<file path="config.mk">
export PLATFORM = sky130hd
export DESIGN_NAME = mtwg_twist
export DESIGN_NICKNAME = d
export VERILOG_FILES = /design/src/rtl/mtwg_pkg.sv /design/src/rtl/mtwg_twist.sv
export SDC_FILE = /design/constraint.sdc
export NUM_CORES = 1
export LEC_CHECK = 0
export ABC_AREA = 0
export BUFFER_PORTS_ARGS = -buffer_cell sky130_fd_sc_hd__buf_2
export CORE_MARGIN = 2
export CORE_UTILIZATION = 29
export DETAILED_ROUTE_END_ITERATION = 10
export PLACE_DENSITY_LB_ADDON = 0.25
export SYNTH_ARGS = -nofsm -noshare
export SYNTH_HDL_FRONTEND = slang
export SYNTH_SLANG_ARGS = --single-unit
export TNS_END_PERCENT = 1
</file>
<file path="constraint.sdc">
create_clock -name vclk -period 1.6
set_clock_uncertainty 0.05 [all_clocks]
set_input_delay 0.08 -clock vclk [all_inputs]
set_output_delay 0.08 -clock vclk [all_outputs]
set_load 0.02 [all_outputs]
</file>
<file path="src/rtl/mtwg_pkg.sv">
// mtwg_pkg: shared constants and types of the mersenne twister word generator
// no dependencies; used by mtwg_ram, mtwg_twist and the top level

package mtwg_pkg;

    localparam int unsigned TABLE_DEPTH  = 624;
    localparam int unsigned ADDR_W       = 10;
    localparam int unsigned WORD_W       = 32;
    localparam int unsigned TWIST_OFFSET = 397;
    localparam int unsigned DISCARD_COUNT = 37;
    localparam int unsigned DISC_W       = 6;

    localparam logic [ADDR_W-1:0] LAST_ADDR = ADDR_W'(TABLE_DEPTH - 1);
    // index at which the far tap wraps back to the start of the table
    localparam logic [ADDR_W-1:0] FAR_WRAP  = ADDR_W'(TABLE_DEPTH - TWIST_OFFSET);
    localparam logic [ADDR_W-1:0] FAR_UP    = ADDR_W'(TWIST_OFFSET);
    localparam logic [ADDR_W-1:0] FAR_DOWN  = ADDR_W'(TABLE_DEPTH - TWIST_OFFSET);
    localparam logic [DISC_W-1:0] LAST_DISC = DISC_W'(DISCARD_COUNT - 1);

    localparam logic [WORD_W-1:0] TWIST_MATRIX = 32'h9908_B0DF;
    localparam logic [WORD_W-1:0] UPPER_BIT    = 32'h8000_0000;
    localparam logic [WORD_W-1:0] LOWER_BITS   = 32'h7FFF_FFFF;
    localparam logic [WORD_W-1:0] INIT_MULT    = 32'd1812433253;
    localparam int unsigned       INIT_SHIFT   = 30;
    localparam logic [WORD_W-1:0] RESET_SEED   = 32'd5489;
    localparam logic [WORD_W-1:0] TEMPER_B     = 32'h9D2C_5680;
    localparam logic [WORD_W-1:0] TEMPER_C     = 32'hEFC6_0000;

    // opcode carried in tuser
    localparam logic OP_DRAW   = 1'b0;
    localparam logic OP_RESEED = 1'b1;

    // request from the sequencer to the state table memory
    typedef struct packed {
        logic              wr_en;
        logic [ADDR_W-1:0] wr_addr;
        logic [WORD_W-1:0] wr_data;
        logic              rd_en;
        logic [ADDR_W-1:0] rd_addr_a;
        logic [ADDR_W-1:0] rd_addr_b;
    } ram_req_t;

endpackage

</file>
<file path="src/rtl/mtwg_twist.sv">
// mtwg_twist: twist of one table element and tempering of the new word
// depends on mtwg_pkg

module mtwg_twist (
    input  logic [mtwg_pkg::WORD_W-1:0] cur_word,
    input  logic [mtwg_pkg::WORD_W-1:0] nxt_word,
    input  logic [mtwg_pkg::WORD_W-1:0] far_word,
    output logic [mtwg_pkg::WORD_W-1:0] new_word,
    output logic [mtwg_pkg::WORD_W-1:0] tempered
);

    logic [mtwg_pkg::WORD_W-1:0] y;
    logic [mtwg_pkg::WORD_W-1:0] t1;
    logic [mtwg_pkg::WORD_W-1:0] t2;
    logic [mtwg_pkg::WORD_W-1:0] t3;

    always_comb
    begin
        y        = (cur_word & mtwg_pkg::UPPER_BIT) | (nxt_word & mtwg_pkg::LOWER_BITS);
        new_word = far_word ^ (y >> 1) ^ (y[0] ? mtwg_pkg::TWIST_MATRIX : '0);
        t1       = new_word ^ (new_word >> 11);
        t2       = t1 ^ ((t1 << 7) & mtwg_pkg::TEMPER_B);
        t3       = t2 ^ ((t2 << 15) & mtwg_pkg::TEMPER_C);
        tempered = t3 ^ (t3 >> 18);
    end

endmodule

</file>
==> results.md <==
- Outcome: finished with violations
- Failing checks: setup timing
- Placer Congestion: 0.716
- Final worst-path cycle share: 1.00
- Die height: 67 µm
- Final HPWL DP: 3030 µm
- Fmax: 624 MHz
- CP arrival: 1.47 ns
- Die X: 67 µm
- Final Instance Area: 2550 µm²
- Crit-path max cell delay: 0.46 ns
- Initial antenna violation count: 0
- Final hold viol count: 0
- CP Cell Sequence: buf_8 > xnor3_2 > xor2_4 > buf_6 > xnor2_4 > xnor2_1 > buf_2
- Hold Path Origin: far_word[5]
- RSZ-0062 raised after global routing: true
- Slew at the pin with the worst max-slew slack: 0.466 ns
- Count of buffers from port buffering: 128
- Worst slew margin: 0.687
- Crit Path Max Fanout: 5
- GRT Residual Overflow: 0
- Critical path startpoint category: input pin
- Post-synth cell types: 12
- Vias in the first global route: 1,276
- Vias: 1,324
- Hold WC Path Type: in2out
- Hold Crit Depth: 3
- Register area: 0 µm²
- Die area: 4490 µm²
- Final Net Count: 373
- # IOs: 160
- Worst path slowest cell: xnor3_2
- Pre-CTS WS: -0.141 ns
- P per Cell Area: 1220 nW/µm²
- CP bufs+invs: 3
- Final Core Density: 0.681
- Num rows: 22
- Core area: 3740 µm²
- Fillers: 304
- Peak supply drop: 0.00107 V
- Syn_nets: 208
- Setup_tns: -0.00158 ns
- Final WL: 3550 µm
- Family with the most delay on the worst path: XOR/XNOR gates
- DRT antenna net count: 0
- Slack of the critical path: -0.00158 ns
- Post-synthesis sequential area ratio: 0
- WP depth: 7
- First-pass GRT wire length: 5380 µm
- Gr usage total: 0.151
- CLK BUF: 0
- Seq cells: 0
- N_diodes: 0
- Leak: 1.33 nW
- Hold Buf Count CTS: 0
- DRC viols: 0
- Pre-antenna DRT Iters: 4
- Crit path required time: 1.47 ns
- Gate Count Post-Synth: 112
- YS warnings: 0
- Post-Syn Area: 1150 µm²
- Initial drt markers: 20
- Post-route minimum period: 1.60 ns
- Hold endpoint: new_word[5]
- Total power: 3.10 mW
- DR WL/cell: 11.0 µm
- Max-cap violations: 0
- Worst Setup End Kind: primary output
- Final setup fails: 1
- Area growth from synthesis to final layout: 121%
- Largest net degree at the start of global routing: 10
- Share of layout cells above drive strength 1: 0.771
- Post-DP Area: 2270 µm²
- Starting Density: 0.307
- Critical path class: in2out
- Area of the multi-input gates: 1480 µm²
- Final Max Tran Viols: 0
- Syn avg cell area: 10.3 µm²
- DR vias/cell: 4.10
==> cells by family after synthesis <==
kind of cell	after synthesis	synth area share
xor+xnor	102	0.960
buf+inv	10	0.0402
==> synthesized netlist by cell type (all sizes together) <==
| cell type | count | area (µm²) |
|---|---|---|
| xnor3 | 8 | 181 |
| buf | 2 | 16.3 |
| xnor2 | 54 | 480 |
| xor2 | 37 | 369 |
| xor3 | 3 | 73.8 |
| inv | 8 | 30.0 |
==> power breakdown <==
group	internal, mW	switching (mW)
Combinational	1.47	1.62
Clock	0	0
Sequential	0	0
==> per-layer routing <==
metal	global-route usage	share of wire	up-vias
li1	-	-	652
met1	0.172	0.36	597
met5	0	0	-
met2	0.302	0.53	73
met4	0	0.0034	0
met3	0.0270	0.11	2
==> worst max-delay path by stage <==
stage	start	end	slack (ns)
2_1_floorplan	nxt_word[14]	tempered[6]	-0.08
6_report	nxt_word[0]	tempered[11]	-0.002
3_3_place_gp	nxt_word[0]	tempered[4]	-0.14
4_1_cts	nxt_word[23]	tempered[0]	-0.09
3_5_place_dp	nxt_word[0]	tempered[4]	-0.14
5_1_grt	nxt_word[17]	tempered[9]	-0.08
==> metrics by stage <==
stage / instances / hold WS, ns
2_1_floorplan: 112 / 0.186
3_3_place_gp: 318 / 0.429
3_5_place_dp: 318 / 0.430
4_1_cts: 318 / 0.434
5_1_grt: 323 / 0.449
6_report: 323 / 0.430
==> cell usage in the layout (no fill, tap or decap) <==
cell type  instances
buf_2            119
buf_4             37
buf_6              8
buf_8              1
inv_1              8
xnor2_1           37
xnor2_2           15
xnor2_4            2
xnor3_1            2
xnor3_2            6
xor2_1            16
xor2_2            11
xor2_4            10
xor3_2             3
==> repair_timing <==
action / 4_1_cts / 5_1_grt
buffers inserted: 0 / 5
pin swaps: 10 / 13
resized for setup: 16 / 27
endpoints found under the setup margin: 15 / 15
==> cell type report <==
class | instances | area share
multi-input combinational | 102 | 0.581
timing repair buffer | 165 | 0.384
tap | 48 | 0.0236
inverter | 8 | 0.0118
No activity file was read; power rests on OpenSTA's default activity.
